==> src/rtl/core/isp_memory_frame_sequencer_unit_defines.svh <==
// ---------------------------------------------------------------------------
// Assertion macros for the memory frame sequencer
// ---------------------------------------------------------------------------
`ifndef ISP_MEMORY_FRAME_SEQUENCER_UNIT_DEFINES_SVH
`define ISP_MEMORY_FRAME_SEQUENCER_UNIT_DEFINES_SVH

// Check a condition in the same cycle as its trigger
`define IMSQ_ASSERT_SAME(label, clk, rst_n, ante, cons, msg) \
    label: assert property (@(posedge clk) disable iff (!rst_n) (ante) |-> (cons)) \
        else $error(msg);

// Check a condition in the cycle after its trigger
`define IMSQ_ASSERT_NEXT(label, clk, rst_n, ante, cons, msg) \
    label: assert property (@(posedge clk) disable iff (!rst_n) (ante) |=> (cons)) \
        else $error(msg);

`endif

==> src/rtl/core/imsq_pkg.sv <==
// ---------------------------------------------------------------------------
// imsq_pkg
// Types, codes and constants shared by the memory frame sequencer.
// ---------------------------------------------------------------------------
package imsq_pkg;

    // Default address width
    localparam int ADDR_BITS_DEF = 16;

    // Opcode bit that selects the high byte of a flash word
    localparam logic [7:0] HIGH_OP_BIT     = 8'h08;
    // Data value that cannot be polled, and its fixed wait
    localparam logic [7:0] FF_BYTE         = 8'hFF;
    localparam logic [7:0] FF_BYTE_WAIT    = 8'd9;
    // Minimum waits after a write
    localparam logic [7:0] FLASH_MIN_WAIT  = 8'd5;
    localparam logic [7:0] EEPROM_MIN_WAIT = 8'd4;

    // Request codes
    typedef enum logic [2:0] {
        ACT_SET_ADDR     = 3'd0,
        ACT_READ_BYTE    = 3'd1,
        ACT_READ_WORD    = 3'd2,
        ACT_LOAD_WORD    = 3'd3,
        ACT_COMMIT_FLASH = 3'd4,
        ACT_EEPROM_BYTE  = 3'd5,
        ACT_COMMIT_EE    = 3'd6,
        ACT_REPLY        = 3'd7
    } t_action;

    // Result kinds
    typedef enum logic [1:0] {
        KIND_FRAME = 2'd0,
        KIND_WAIT  = 2'd1,
        KIND_DATA  = 2'd2
    } t_kind;

    // EEPROM write modes
    typedef enum logic [1:0] {
        EE_PAGE   = 2'd0,
        EE_TIMED  = 2'd1,
        EE_POLLED = 2'd2,
        EE_NOWAIT = 2'd3
    } t_ee_mode;

    // Configuration register indexes
    typedef enum logic [2:0] {
        CFG_READ_OPCODE   = 3'd0,
        CFG_LOAD_OPCODE   = 3'd1,
        CFG_COMMIT_OPCODE = 3'd2,
        CFG_POLL_OPCODE   = 3'd3,
        CFG_POLL_BUSY     = 3'd4,
        CFG_PAGE_MASK     = 3'd5,
        CFG_EEPROM_MODE   = 3'd6,
        CFG_WRITE_DELAY   = 3'd7
    } t_cfg_index;

    // Configuration register set
    typedef struct packed {
        logic [7:0] read_opcode;
        logic [7:0] load_opcode;
        logic [7:0] commit_opcode;
        logic [7:0] poll_opcode;
        logic [7:0] poll_busy_value;
        logic [7:0] page_mask;
        t_ee_mode   eeprom_mode;
        logic [7:0] write_delay_ms;
    } t_cfg;

    localparam t_cfg CFG_RESET = '{
        read_opcode:     8'h20,
        load_opcode:     8'h40,
        commit_opcode:   8'h4C,
        poll_opcode:     8'hA0,
        poll_busy_value: 8'hFF,
        page_mask:       8'h3F,
        eeprom_mode:     EE_PAGE,
        write_delay_ms:  8'd5
    };

    // One result item
    typedef struct packed {
        t_kind      kind;
        logic [7:0] frame_byte0;
        logic [7:0] frame_byte1;
        logic [7:0] frame_byte2;
        logic [7:0] frame_byte3;
        logic [7:0] wait_ms;
        logic [7:0] read_data;
        logic       last;
    } t_result;

    // Build a serial frame result
    function automatic t_result mk_frame(logic [7:0] b0, logic [7:0] b1,
                                         logic [7:0] b2, logic [7:0] b3);
        t_result r;
        r             = '0;
        r.kind        = KIND_FRAME;
        r.frame_byte0 = b0;
        r.frame_byte1 = b1;
        r.frame_byte2 = b2;
        r.frame_byte3 = b3;
        return r;
    endfunction

    // Build a wait request result
    function automatic t_result mk_wait(logic [7:0] ms);
        t_result r;
        r         = '0;
        r.kind    = KIND_WAIT;
        r.wait_ms = ms;
        return r;
    endfunction

    // Build a read data result
    function automatic t_result mk_data(logic [7:0] v);
        t_result r;
        r           = '0;
        r.kind      = KIND_DATA;
        r.read_data = v;
        return r;
    endfunction

    // Larger of a requested wait and a minimum
    function automatic logic [7:0] at_least(logic [7:0] v, logic [7:0] m);
        return (v < m) ? m : v;
    endfunction

endpackage

==> src/rtl/core/imsq_frame_gen.sv <==
// ---------------------------------------------------------------------------
// imsq_frame_gen
// Forms the results of one request and the next sequencer state.
// ---------------------------------------------------------------------------
module imsq_frame_gen #(
    parameter int ADDR_BITS = imsq_pkg::ADDR_BITS_DEF
) (
    input  logic [2:0]           i_action,
    input  logic [15:0]          i_address,
    input  logic [7:0]           i_data_low,
    input  logic [7:0]           i_data_high,
    input  logic [7:0]           i_reply_byte,
    input  logic                 i_first_of_command,
    input  imsq_pkg::t_cfg       i_cfg,
    input  logic [ADDR_BITS-1:0] i_base,
    input  logic [ADDR_BITS-1:0] i_cur,
    input  logic                 i_polling,
    input  logic [ADDR_BITS-1:0] i_poll_addr,
    input  logic [7:0]           i_poll_data,
    output imsq_pkg::t_result    o_res0,
    output imsq_pkg::t_result    o_res1,
    output logic [1:0]           o_count,
    output logic [ADDR_BITS-1:0] o_base,
    output logic [ADDR_BITS-1:0] o_cur,
    output logic                 o_polling,
    output logic [ADDR_BITS-1:0] o_poll_addr,
    output logic [7:0]           o_poll_data
);
    import imsq_pkg::*;

    t_action              act;
    logic [ADDR_BITS-1:0] addr;
    logic [ADDR_BITS-1:0] addr_inc;
    logic [15:0]          a16;
    logic [15:0]          b16;
    logic [15:0]          p16;
    logic [7:0]           lo_in;
    logic [7:0]           base_lo_out;
    logic [7:0]           flash_wait;
    logic [7:0]           ee_wait;
    t_result              res0;
    t_result              res1;
    logic [1:0]           cnt;

    // Select the working address and its byte views
    always_comb begin
        act         = t_action'(i_action);
        addr        = i_first_of_command ? i_base : i_cur;
        addr_inc    = addr + ADDR_BITS'(1);
        a16         = 16'(addr);
        b16         = 16'(i_base);
        p16         = 16'(i_poll_addr);
        lo_in       = a16[7:0] & i_cfg.page_mask;
        base_lo_out = b16[7:0] & ~i_cfg.page_mask;
        flash_wait  = at_least(i_cfg.write_delay_ms, FLASH_MIN_WAIT);
        ee_wait     = at_least(i_cfg.write_delay_ms, EEPROM_MIN_WAIT);
    end

    // Decode the request into results and state updates
    always_comb begin
        res0        = '0;
        res1        = '0;
        cnt         = 2'd0;
        o_base      = i_base;
        o_cur       = i_cur;
        o_polling   = 1'b0;
        o_poll_addr = i_poll_addr;
        o_poll_data = i_poll_data;

        case (act)
            ACT_REPLY: begin
                o_cur = i_cur;
                if (i_polling) begin
                    if (i_reply_byte == i_cfg.poll_busy_value) begin
                        res0      = mk_frame(i_cfg.poll_opcode, p16[15:8], p16[7:0],
                                             i_poll_data);
                        cnt       = 2'd1;
                        o_polling = 1'b1;
                    end
                end else begin
                    res0 = mk_data(i_reply_byte);
                    cnt  = 2'd1;
                end
            end
            ACT_SET_ADDR: begin
                o_base = i_address[ADDR_BITS-1:0];
                o_cur  = i_address[ADDR_BITS-1:0];
            end
            ACT_READ_BYTE: begin
                res0  = mk_frame(i_cfg.read_opcode, a16[15:8], a16[7:0], 8'h00);
                cnt   = 2'd1;
                o_cur = addr_inc;
            end
            ACT_READ_WORD: begin
                res0  = mk_frame(i_cfg.read_opcode, a16[15:8], a16[7:0], 8'h00);
                res1  = mk_frame(i_cfg.read_opcode | HIGH_OP_BIT, a16[15:8], a16[7:0],
                                 8'h00);
                cnt   = 2'd2;
                o_cur = addr_inc;
            end
            ACT_LOAD_WORD: begin
                res0  = mk_frame(i_cfg.load_opcode, a16[15:8], lo_in, i_data_low);
                res1  = mk_frame(i_cfg.load_opcode | HIGH_OP_BIT, a16[15:8], lo_in,
                                 i_data_high);
                cnt   = 2'd2;
                o_cur = addr_inc;
            end
            ACT_COMMIT_FLASH: begin
                res0  = mk_frame(i_cfg.commit_opcode, b16[15:8], base_lo_out, 8'h00);
                res1  = mk_wait(flash_wait);
                cnt   = 2'd2;
                o_cur = addr;
            end
            ACT_EEPROM_BYTE: begin
                o_cur = addr_inc;
                case (i_cfg.eeprom_mode)
                    EE_PAGE: begin
                        res0 = mk_frame(i_cfg.load_opcode, 8'h00, lo_in, i_data_low);
                        cnt  = 2'd1;
                    end
                    EE_TIMED: begin
                        res0 = mk_frame(i_cfg.load_opcode, a16[15:8], a16[7:0],
                                        i_data_low);
                        res1 = mk_wait(ee_wait);
                        cnt  = 2'd2;
                    end
                    EE_POLLED: begin
                        res0 = mk_frame(i_cfg.load_opcode, a16[15:8], a16[7:0],
                                        i_data_low);
                        cnt  = 2'd2;
                        if (i_data_low == FF_BYTE) begin
                            res1 = mk_wait(FF_BYTE_WAIT);
                        end else begin
                            res1        = mk_frame(i_cfg.poll_opcode, a16[15:8],
                                                   a16[7:0], i_data_low);
                            o_polling   = 1'b1;
                            o_poll_addr = addr;
                            o_poll_data = i_data_low;
                        end
                    end
                    default: begin
                        res0 = mk_frame(i_cfg.load_opcode, a16[15:8], a16[7:0],
                                        i_data_low);
                        cnt  = 2'd1;
                    end
                endcase
            end
            default: begin
                // Commit EEPROM page; other modes ignore it
                o_cur = addr;
                if (i_cfg.eeprom_mode == EE_PAGE) begin
                    res0 = mk_frame(i_cfg.commit_opcode, b16[15:8], base_lo_out, 8'h00);
                    res1 = mk_wait(ee_wait);
                    cnt  = 2'd2;
                end
            end
        endcase

        // Mark the final result
        if (cnt == 2'd2) begin
            res1.last = 1'b1;
        end else if (cnt == 2'd1) begin
            res0.last = 1'b1;
        end
    end

    assign o_res0  = res0;
    assign o_res1  = res1;
    assign o_count = cnt;

endmodule

==> src/rtl/core/isp_memory_frame_sequencer_unit.sv <==
// ---------------------------------------------------------------------------
// isp_memory_frame_sequencer_unit
// Turns memory-programming requests into serial programming frames.
// ---------------------------------------------------------------------------
// Each accepted request is decoded in the cycle of its transfer and its zero,
// one or two results land in a two-entry result buffer; the sequencer state
// (base, current and poll address, poll data, polling flag) updates at the
// same edge. The result port delivers one result per cycle unless stalled,
// so a request with one result or none can be taken every cycle; one with
// two results stalls the next until its first result leaves (single output
// port). A request is taken while the last buffered result leaves in the
// same cycle. Configuration writes are always ready and are registered.
`include "isp_memory_frame_sequencer_unit_defines.svh"

module isp_memory_frame_sequencer_unit #(
    parameter int ADDR_BITS = imsq_pkg::ADDR_BITS_DEF
) (
    input  logic        i_clk,
    input  logic        i_rst_n,
    // Configuration write channel
    input  logic        i_cfg_valid,
    output logic        o_cfg_ready,
    input  logic [2:0]  i_cfg_index,
    input  logic [7:0]  i_cfg_data,
    // Request channel
    input  logic        i_in_valid,
    output logic        o_in_stall,
    input  logic [2:0]  i_action,
    input  logic [15:0] i_address,
    input  logic [7:0]  i_data_low,
    input  logic [7:0]  i_data_high,
    input  logic [7:0]  i_reply_byte,
    input  logic        i_first_of_command,
    // Result channel
    output logic        o_out_valid,
    input  logic        i_out_stall,
    output logic [1:0]  o_kind,
    output logic [7:0]  o_frame_byte0,
    output logic [7:0]  o_frame_byte1,
    output logic [7:0]  o_frame_byte2,
    output logic [7:0]  o_frame_byte3,
    output logic [7:0]  o_wait_ms,
    output logic [7:0]  o_read_data,
    output logic        o_last
);
    import imsq_pkg::*;

    t_cfg                 r_cfg;
    t_cfg                 n_cfg;
    logic [ADDR_BITS-1:0] r_base;
    logic [ADDR_BITS-1:0] r_cur;
    logic                 r_polling;
    logic [ADDR_BITS-1:0] r_poll_addr;
    logic [7:0]           r_poll_data;
    logic [1:0]           r_cnt;
    logic [1:0]           n_cnt;
    t_result              r_res0;
    t_result              r_res1;
    t_result              n_res0;
    t_result              n_res1;

    logic                 in_acc;
    logic                 out_acc;
    t_result              gen_res0;
    t_result              gen_res1;
    logic [1:0]           gen_cnt;
    logic [ADDR_BITS-1:0] gen_base;
    logic [ADDR_BITS-1:0] gen_cur;
    logic                 gen_polling;
    logic [ADDR_BITS-1:0] gen_poll_addr;
    logic [7:0]           gen_poll_data;

    // Handshakes
    assign o_cfg_ready = 1'b1;
    assign o_out_valid = (r_cnt != 2'd0);
    assign out_acc     = o_out_valid && !i_out_stall;
    assign o_in_stall  = !((r_cnt == 2'd0) || ((r_cnt == 2'd1) && !i_out_stall));
    assign in_acc      = i_in_valid && !o_in_stall;

    // Decode the request
    imsq_frame_gen #(
        .ADDR_BITS (ADDR_BITS)
    ) u_gen (
        .i_action           (i_action),
        .i_address          (i_address),
        .i_data_low         (i_data_low),
        .i_data_high        (i_data_high),
        .i_reply_byte       (i_reply_byte),
        .i_first_of_command (i_first_of_command),
        .i_cfg              (r_cfg),
        .i_base             (r_base),
        .i_cur              (r_cur),
        .i_polling          (r_polling),
        .i_poll_addr        (r_poll_addr),
        .i_poll_data        (r_poll_data),
        .o_res0             (gen_res0),
        .o_res1             (gen_res1),
        .o_count            (gen_cnt),
        .o_base             (gen_base),
        .o_cur              (gen_cur),
        .o_polling          (gen_polling),
        .o_poll_addr        (gen_poll_addr),
        .o_poll_data        (gen_poll_data)
    );

    // Apply a configuration write
    always_comb begin
        n_cfg = r_cfg;
        if (i_cfg_valid && o_cfg_ready) begin
            case (t_cfg_index'(i_cfg_index))
                CFG_READ_OPCODE:   n_cfg.read_opcode     = i_cfg_data;
                CFG_LOAD_OPCODE:   n_cfg.load_opcode     = i_cfg_data;
                CFG_COMMIT_OPCODE: n_cfg.commit_opcode   = i_cfg_data;
                CFG_POLL_OPCODE:   n_cfg.poll_opcode     = i_cfg_data;
                CFG_POLL_BUSY:     n_cfg.poll_busy_value = i_cfg_data;
                CFG_PAGE_MASK:     n_cfg.page_mask       = i_cfg_data;
                CFG_EEPROM_MODE:   n_cfg.eeprom_mode     = t_ee_mode'(i_cfg_data[1:0]);
                CFG_WRITE_DELAY:   n_cfg.write_delay_ms  = i_cfg_data;
                default:           n_cfg = r_cfg;
            endcase
        end
    end

    // Drain the result buffer and load new results
    always_comb begin
        n_cnt  = r_cnt;
        n_res0 = r_res0;
        n_res1 = r_res1;
        if (out_acc) begin
            if (r_cnt == 2'd2) begin
                n_res0 = r_res1;
                n_cnt  = 2'd1;
            end else begin
                n_cnt = 2'd0;
            end
        end
        if (in_acc) begin
            n_res0 = gen_res0;
            n_res1 = gen_res1;
            n_cnt  = gen_cnt;
        end
    end

    // Control and sequencer state
    always_ff @(posedge i_clk) begin
        if (!i_rst_n) begin
            r_cfg       <= CFG_RESET;
            r_cnt       <= 2'd0;
            r_base      <= '0;
            r_cur       <= '0;
            r_polling   <= 1'b0;
            r_poll_addr <= '0;
            r_poll_data <= 8'h00;
        end else begin
            r_cfg <= n_cfg;
            r_cnt <= n_cnt;
            if (in_acc) begin
                r_base      <= gen_base;
                r_cur       <= gen_cur;
                r_polling   <= gen_polling;
                r_poll_addr <= gen_poll_addr;
                r_poll_data <= gen_poll_data;
            end
        end
    end

    // Result payload
    always_ff @(posedge i_clk) begin
        r_res0 <= n_res0;
        r_res1 <= n_res1;
    end

    // Present the head of the buffer
    assign o_kind        = r_res0.kind;
    assign o_frame_byte0 = r_res0.frame_byte0;
    assign o_frame_byte1 = r_res0.frame_byte1;
    assign o_frame_byte2 = r_res0.frame_byte2;
    assign o_frame_byte3 = r_res0.frame_byte3;
    assign o_wait_ms     = r_res0.wait_ms;
    assign o_read_data   = r_res0.read_data;
    assign o_last        = r_res0.last;

    // Buffer never holds more than two results
    `IMSQ_ASSERT_SAME(a_cnt_range, i_clk, i_rst_n, 1'b1, r_cnt != 2'd3, "result count overflow")

    // The first of a buffered pair is never the final result
    `IMSQ_ASSERT_SAME(a_pair_head, i_clk, i_rst_n, r_cnt == 2'd2, !r_res0.last, "pair head marked last")

    // Any request other than an EEPROM byte or a reply ends polling
    `IMSQ_ASSERT_NEXT(a_poll_drop, i_clk, i_rst_n, in_acc && (i_action != ACT_EEPROM_BYTE) && (i_action != ACT_REPLY), !r_polling, "polling not dropped")

    // A lone result that leaves with no new request empties the buffer
    `IMSQ_ASSERT_NEXT(a_drain, i_clk, i_rst_n, out_acc && (r_cnt == 2'd1) && !in_acc, r_cnt == 2'd0, "buffer not drained")

endmodule
==> config.mk <==
export PLATFORM = sky130hd
export DESIGN_NAME = isp_memory_frame_sequencer_unit
export DESIGN_NICKNAME = d
export VERILOG_FILES = /design/src/rtl/core/imsq_pkg.sv /design/src/rtl/core/imsq_frame_gen.sv /design/src/rtl/core/isp_memory_frame_sequencer_unit.sv
export VERILOG_INCLUDE_DIRS = /design/src /design/src/rtl/core
export SDC_FILE = /design/constraint.sdc
export NUM_CORES = 1
export LEC_CHECK = 0
export ABC_AREA = 1
export BUFFER_PORTS_ARGS = -buffer_cell sky130_fd_sc_hd__buf_2
export CAP_MARGIN = 20
export CORE_UTILIZATION = 40
export CTS_CLUSTER_SIZE = 24
export DETAILED_ROUTE_END_ITERATION = 16
export GPL_TIMING_DRIVEN = 0
export PLACE_DENSITY = 0.68
export SLEW_MARGIN = 30
export SYNTH_ARGS = -nofsm -noshare
export SYNTH_HDL_FRONTEND = slang
export SYNTH_SLANG_ARGS = --single-unit
==> constraint.sdc <==
create_clock -name i_clk -period 3.8 [get_ports i_clk]
set_clock_uncertainty 0.05 [all_clocks]
set_input_delay 0.57 -clock i_clk [delete_from_list [all_inputs] [get_ports i_clk]]
set_output_delay 0.57 -clock i_clk [all_outputs]
set_load 0.005 [all_outputs]
==> impl_metrics.ini, run 1 <==
[global_route]
use_met2 = 0.373
busiest_layer = met2
grt_pass1_vias = 8842
grt_max_degree = 33
grt_overflow = 0
antenna_found_initial = 0
met3_usage = 0.0290
grt.met1_usage = 0.321
grt_pass1_wl_microns = 47900
grt.total_usage = 0.230

[cells_and_area]
instances_no_fill = 1811
utilization = 0.485
stdcell_area_sq_mm = 0.0123
nNetsFinal = 1526
area_growth_pct = 17.6
seq_area_sq_mm = 0.00513
multi_input_area_sq_mm = 0.00432
fillCellCount = 2503
drive_above_1_share = 0.161

[logic_synthesis]
synth_nets = 1389
synthTopCellsByCount = 350 x nand2_1, 169 x inv_1, 117 x dfxtp_1
synth_mux_area_frac = 0
synthArstFlopShare = 0
syn_area_sq_mm = 0.0105
yosys.area_share.adder = 0.00477
yosys.area_share.simple = 0.247
synthXorXnorAreaFrac = 0.00167
ys_ff_latch = 210
ys.warnings.count = 0
synth_compound_area_frac = 0.157
synth.distinct_cells = 53
yosysTopAreaCell = edfxtp_1
postSynthCellCount = 1325
synth_top_area_frac = 0.266
synthFlopType = dfxtp_1
synth_edf_count = 93
ys_seq_area_frac = 0.489
syn_avg_cell_area_sq_um = 7.92
yosysMostFrequentCell = nand2_1
synthTopCellsByArea = edfxtp_1 27%, dfxtp_1 22%, nand2_1 13%
synth_top_family_by_area = simple AND/OR/NAND/NOR gates

[placement]
port_buffers = 109
place_inst = 1766
dp_hpwl_microns = 22800
pre_cts_ws_ns = 0.990
gp_congestion = 0.919
place_area_sq_mm = 0.0115

[power]
p_seq_frac = 0.453
p_sw_mw = 1.48
ir_worst_vdd_v = 0.000294
leakage_nw = 5.39
swShare = 0.260
p_clk_frac = 0.424
pwr-share-comb = 0.123
p_per_area_mw_per_mm2 = 460
intPower_mw = 4.20

[clocking]
cts_sinks = 210
insertion_delay_ns = 0.52
post_cts_resized = 0
path_clk_slew_ns = 0.06
cts_hold_buf = 0
cts_tree = yes
post-cts-setup-buffer-count = 0
clock_path_buffers = 3
htreeDepth = 1
cts_root_buf = clkbuf_16
cts_inserted_buffers = 24

[floorplanning]
die_area_sq_mm = 0.0269
die_x_microns = 164
rows = 58
core-area_sq_mm = 0.0255
initial_utilization = 0.412
fp.dieH_microns = 164
ios = 114

[detailed_routing]
dr.pass1.iters = 5
drcViolationCount = 0
viasPerCell = 5.25
num_vias = 9506
wl_per_cell_microns = 17.0
wl_microns = 30800
antenna_left = 0
drtIter0Drc = 1006

[setup_path]
crit_arrival_ns = 2.70
path_class = reg2reg
cp_max_fo = 29
required_ns = 4.01
crit_path_end_kind = register
worst_setup_path_start_kind = register

[sta]
rsz0062_at_grt = false
tightest_slew_ns = 0.791
hold_violations = 0
finalSetupViolCount = 0
min_period_ns = 2.49
period_share = 0.655
setup_ws_ns = 1.31
max_freq_mhz = 402
max_slew_margin = 0.473
finalHoldWorstSlack_ns = 0.293
report.final.slew_viol_count = 0

[worst_hold_path]
hold_path.class = in2reg

[job]
cap_viol_max_count = 0

[status]
status = finished clean
## worst max-delay path, stage by stage (launching register included)
cell and delay, ns:
dfxtp_1 0.36, inv_1 0.08, nand3_1 0.34, buf_2 0.36, buf_1 0.42, nand2_4 0.32, buf_12 0.28
## final timing paths
path         cells past startpoint                to      startpoint  slack [ns]
max reg2reg                      6  o_frame_byte2[2]        r_cnt[1]        1.31
min reg2reg                      2    r_poll_data[3]  r_poll_data[3]        0.40
max                              6  o_frame_byte2[2]        r_cnt[1]        1.31
min                              3         r_base[3]    i_address[3]        0.29
## sequential cells by signal, summed over array words and instances, names as in the netlist, 16 cells and up
name,cells
r_cur,16
r_cfg,58
r_poll_addr,16
r_res1,42
r_base,16
## metal layers
metal	up-vias	part of all wire
li1	4675	-
met1	4414	0.45
met2	374	0.45
met3	43	0.077
met4	0	0.019
met5	-	0
## layout by cell type, fill, tap and decap left out, types with 6 or more instances in the layout
master / Yosys / layout
nor3_1: 8 / 8
a22o_1: 8 / 8
buf_2: 11 / 120
inv_1: 169 / 169
dfxtp_1: 117 / 117
a21oi_1: 90 / 90
nand4_1: 40 / 40
o21ai_0: 116 / 116
nand2_4: 5 / 6
o211ai_1: 8 / 8
nor2_1: 97 / 97
clkbuf_1: 29 / 34
nand3_1: 54 / 54
o221ai_1: 7 / 7
edfxtp_1: 93 / 93
nand2_1: 350 / 349
a221oi_1: 10 / 10
nand2_2: 12 / 12
nor2_2: 7 / 7
buf_4: 6 / 6
clkbuf_16: 0 / 28
o22ai_1: 7 / 7
buf_6: 10 / 10
## area by class of cell
cell class              instances  share of cell area
flip-flops and latches        210               0.416
well taps                     330              0.0335
inverters                     177              0.0546
clock buffers                  37              0.0619
multi-input cells             876               0.350
diodes                          1            0.000203
plain buffers                  62              0.0308
repair buffers                111              0.0474
clock inverters                 7             0.00568
## kinds of logic after synthesis
group | count (synthesis)
compound gates | 280
xor+xnor | 2
fa+ha+maj | 4
buf+inv | 239
flops | 210
other cells | 1
simple gates | 589
## power groups by stage
stage	Combinational, mW	Sequential [mW]	Clock [mW]
2_1_floorplan	0.403	2.62	0
3_3_place_gp	0.667	2.62	0
3_5_place_dp	0.689	2.62	0
4_1_cts	0.695	2.57	2.43
5_1_grt	0.772	2.58	2.53
6_report	0.699	2.57	2.41
## per-stage QoR
step / TNS [ns] / power (mW)
2_1_floorplan: 0 / 3.02
3_3_place_gp: -14.91 / 3.28
3_5_place_dp: 0 / 3.31
4_1_cts: 0 / 5.70
5_1_grt: 0 / 5.88
6_report: 0 / 5.68
(Power assumes the default switching activity.)
==> run 2, diff against run 1 <==
Clock period 3.8 ns to 2.4 ns, I/O delays scaled along.
==> run 2 against run 1 <==
Compared with the run above: core utilization fell by 0.32 points; critical path depth up 2; cell count decreased by 0.17%; combinational power grew 56%; worst setup slack got worse by 1.1 ns; global-route usage is 0.33 points lower; first-iteration DRC count down 14%; register-to-register slack worse by 1.1 ns; critical endpoint is now o_frame_byte2[1]; highest routed layer unchanged.
==> impl_metrics.ini, run 2 (synthesis gave the netlist of run 1 again) <==
[clocking]
cts_tree = yes
post-cts-setup-buffer-count = 0
cts_sinks = 210
post_cts_resized = 1
cts_root_buf = clkbuf_16
clock_path_buffers = 3
cts_inserted_buffers = 24
htreeDepth = 1
cts_hold_buf = 0
path_clk_slew_ns = 0.06
insertion_delay_ns = 0.52

[sta]
finalHoldWorstSlack_ns = 0.0835
max_slew_margin = 0.476
finalSetupViolCount = 0
min_period_ns = 2.19
period_share = 0.914
hold_violations = 0
max_freq_mhz = 456
report.final.slew_viol_count = 0
rsz0062_at_grt = false
tns_ns = 0
tightest_slew_ns = 0.787

[floorplanning]
initial_utilization = 0.412
fp.dieH_microns = 164
rows = 58
die_x_microns = 164
die_area_sq_mm = 0.0269
core-area_sq_mm = 0.0255
ios = 114

[setup_path]
critPathTopFamily = buffers and inverters
worst_setup_path_start_kind = register
crit_arrival_ns = 2.50
crit_path_end_kind = register
critPathSlowestCell = buf_2
cp_max_fo = 19
cpPeakStageDelay_ns = 0.53
required_ns = 2.71
path_buf_inv = 4
path_class = reg2reg
path_cells = inv_1 -> nand3_1 -> buf_2 -> buf_2 -> nand2_1 -> o41ai_1 -> inv_1 -> nand2_1

[cells_and_area]
drive_above_1_share = 0.159
final_cell_mix = 349 x nand2_1, 169 x inv_1, 120 x buf_2, 117 x dfxtp_1, 116 x o21ai_0
largest_register = r_cfg
utilization = 0.481
seq_area_sq_mm = 0.00513
top_regs = r_cfg (58), r_res1 (42)
area_growth_pct = 16.8
largest_reg_flops = 58
nNetsFinal = 1523
multi_input_area_sq_mm = 0.00433
final_common_cell = nand2_1
fillCellCount = 2481
stdcell_area_sq_mm = 0.0123

[detailed_routing]
drtIter0Drc = 863
num_vias = 9489
viasPerCell = 5.25
drcViolationCount = 0
wl_per_cell_microns = 16.8
antenna_left = 0
dr.pass1.iters = 5
wl_microns = 30400

[global_route]
grt_pass1_vias = 8771
antenna_found_initial = 1
grt.total_usage = 0.226
grt_pass1_wl_microns = 47200
grt_max_degree = 52
grt_overflow = 0

[power]
ir_worst_vdd_v = 0.000613
power_mw = 8.82
leakage_nw = 5.35
p_per_area_mw_per_mm2 = 719

[status]
status = finished clean

[placement]
place_area_sq_mm = 0.0115
gp_congestion = 0.925
dp_hpwl_microns = 22500
port_buffers = 109

[worst_hold_path]
hold_path.class = in2reg

[job]
cap_viol_max_count = 0
run 2: worst paths after layout:
| check | from | endpoint | slack [ns] | cells after the start |
|---|---|---|---|---|
| worst max register to register | r_cnt[1] | o_frame_byte2[1] | 0.21 | 8 |
| worst min-delay path | i_out_stall | r_cnt[1] | 0.08 | 3 |
| worst min register to register | r_poll_addr[11] | r_poll_addr[11] | 0.40 | 2 |
| worst max-delay path | r_cnt[1] | o_frame_byte2[1] | 0.21 | 8 |
run 2: cell type report:
| type | count | area share |
|---|---|---|
| clock buffer | 34 | 0.0554 |
| timing repair buffer | 109 | 0.0445 |
| buffer | 61 | 0.0307 |
| antenna | 1 | 0.000204 |
| multi-input combinational | 876 | 0.353 |
| inverter | 177 | 0.0550 |
| clock inverter | 10 | 0.00888 |
| sequential | 210 | 0.419 |
| tap | 330 | 0.0337 |
run 2: routing by layer:
metal  part of all wire  vias to the layer above  wire [microns]  GRT usage
met2               0.44                      400           13500      0.359
met3              0.093                       36            2820     0.0480
met5                  0                        -               0          0
met1               0.45                     4380           13500      0.313
met4              0.017                        0             524     0.0572
li1                   -                     4673               -          -
run 2: report_power, final:
part	internal (mW)	switching (mW)	total, mW
Clock	2.19	1.47	3.66
Combinational	0.337	0.754	1.09
Sequential	3.99	0.0764	4.07
Total	6.52	2.30	8.82
run 2: through the flow:
stage / std cells / setup WS [ns]
2_1_floorplan: 1325 / 0.281
3_3_place_gp: 1764 / -0.631
3_5_place_dp: 1764 / -0.298
4_1_cts: 1807 / 0.224
5_1_grt: 1807 / 0.0678
6_report: 1808 / 0.208
run 2: worst reg2reg max path, delay by kind of cell, from the launching register on:
| family | cells | cell delay, ns |
|---|---|---|
| buffers and inverters | 4 | 1.01 |
| AO/OA/AOI/OAI | 1 | 0.07 |
| AND/OR/NAND/NOR | 3 | 0.56 |
| flip-flops | 1 | 0.36 |
==> run 3, diff against run 2 <==
==> constraint.sdc (replaced) <==
create_clock -name i_clk -period 2.4 [get_ports i_clk]
set_clock_uncertainty 0.05 [all_clocks]
set_input_delay 0.24 -clock i_clk [delete_from_list [all_inputs] [get_ports i_clk]]
set_output_delay 0.24 -clock i_clk [all_outputs]
set_load 0.005 [all_outputs]
==> run 3 against run 2 <==
Compared with the run above: routed wire length rose by 0.20%; cell count rose by 1.5%; maximum frequency fell by 1.3%; core utilization rose by 1.1 points; clock power barely moved.
==> impl_metrics.ini, run 3 (synthesis gave the netlist of run 1 again) <==
[cells_and_area]
fillCellCount = 2463
instances_no_fill = 1836
top_regs = r_cfg (58), r_res1 (42)
drive_above_1_share = 0.156
largest_register = r_cfg
largest_reg_flops = 58
final_cell_mix = 349 x nand2_1, 169 x inv_1, 120 x buf_2, 117 x dfxtp_1, 116 x o21ai_0
nNetsFinal = 1551
final_common_cell = nand2_1
area_growth_pct = 19.5

[floorplanning]
core-area_sq_mm = 0.0255
die_x_microns = 164
die_area_sq_mm = 0.0269
ios = 114
initial_utilization = 0.412
fp.dieH_microns = 164
rows = 58

[detailed_routing]
drcViolationCount = 0
wl_per_cell_microns = 16.6
num_vias = 9551
antenna_left = 0
drt-met1-wl_microns = 13500
viasPerCell = 5.20
wl_met2_microns = 13700
maxUsedRoutingLayer = met4
wl_microns = 30400
dr.pass1.iters = 5
drtIter0Drc = 896
route.met3.wl_microns = 2770

[global_route]
antenna_found_initial = 1
grt_overflow = 0
grt_pass1_vias = 8857
grt_pass1_wl_microns = 47400
grt_max_degree = 52
grt.total_usage = 0.227

[sta]
report.final.slew_viol_count = 0
finalSetupViolCount = 0
rsz0062_at_grt = false
period_share = 0.926
tightest_slew_ns = 0.755
min_period_ns = 2.22
tns_ns = 0
hold_violations = 0
max_freq_mhz = 450
max_slew_margin = 0.497

[setup_path]
r2r_cells = 8
cp_max_fo = 51
critPathSlowestCell = clkbuf_4
required_ns = 2.50
crit_arrival_ns = 2.32
worst_setup_path_start_kind = input pin
cpPeakStageDelay_ns = 0.67
path_class = in2reg
path_cells = dlygate4sd3_1 -> buf_2 -> nand2_1 -> nand3_1 -> inv_1 -> clkbuf_4
crit_path_end_kind = register

[clocking]
cts_inserted_buffers = 24
post-cts-setup-buffer-count = 0
cts_tree = yes
cts_sinks = 210
clock_path_buffers = 3
htreeDepth = 1
path_clk_slew_ns = 0.06
cts_root_buf = clkbuf_16
insertion_delay_ns = 0.52

[power]
ir_worst_vdd_v = 0.000612
leakage_nw = 5.46
p_per_area_mw_per_mm2 = 706

[placement]
dp_hpwl_microns = 22500
place_inst = 1764
port_buffers = 109
gp_congestion = 0.925

[worst_hold_path]
hold_path.class = in2reg
hold_depth = 2

[job]
cap_viol_max_count = 0

[status]
status = finished clean
[run 3: cell count changes in the layout (fill, tap and decap cells not counted), sizes merged]
cell,delta
dlygate4sd3,+28
[run 3: per-stage QoR]
step | util | worst slack, ns | hold WS, ns | power (mW) | area (sq um)
after floorplan | - | 0.312 | 0.315 | 4.78 | 10500
after global placement | 0.450 | -0.511 | 0.383 | 5.20 | 11500
after detailed placement | 0.450 | -0.178 | 0.386 | 5.22 | 11500
after CTS | 0.492 | 0.173 | 0.00163 | 8.91 | 12500
after global routing | 0.492 | 0.0154 | 0.00786 | 9.20 | 12500
final | 0.492 | 0.178 | 0.0133 | 8.85 | 12500
[run 3: metal layers]
metal	up-vias	global-route usage
met3	32	0.0472
met4	0	0.0572
li1	4727	-
met2	386	0.362
met1	4406	0.313
met5	-	0
[run 3: final timing paths]
path                   start                to  slack [ns]
min            i_data_low[4]        r_res1[21]        0.01
max reg2reg         r_cnt[1]  o_frame_byte2[1]        0.21
max              i_out_stall        r_res1[16]        0.18
min reg2reg  r_poll_addr[11]   r_poll_addr[11]        0.40
[run 3: critical path: cells and delay by family]
family,cells,cell delay [ns]
and+or+nand+nor,2,0.44
buffers and inverters,4,1.64
[run 3: final cells by class]
cell class              count  area, sq um  share of cell area
diodes                      1         2.50            0.000200
plain buffers              61          377              0.0300
clock buffers              34          679              0.0542
clock inverters            10          109             0.00868
inverters                 177          674              0.0538
multi-input cells         876         4330               0.345
flip-flops and latches    210         5130               0.409
well taps                 330          413              0.0329
repair buffers            137          826              0.0658
[run 3: repair_timing]
action	in CTS	in global routing
hold endpoints to repair	31	0
hold buffers	28	0
gates resized for setup	1	0
setup endpoints to repair	51	0
[run 3: where the power goes]
| group | leakage, nW | internal [mW] | switching [mW] |
|---|---|---|---|
| logic | 3.19 | 0.366 | 0.758 |
| registers | 1.89 | 3.99 | 0.0767 |
| clock network | 0.385 | 2.19 | 1.47 |
| total | 5.46 | 6.55 | 2.30 |
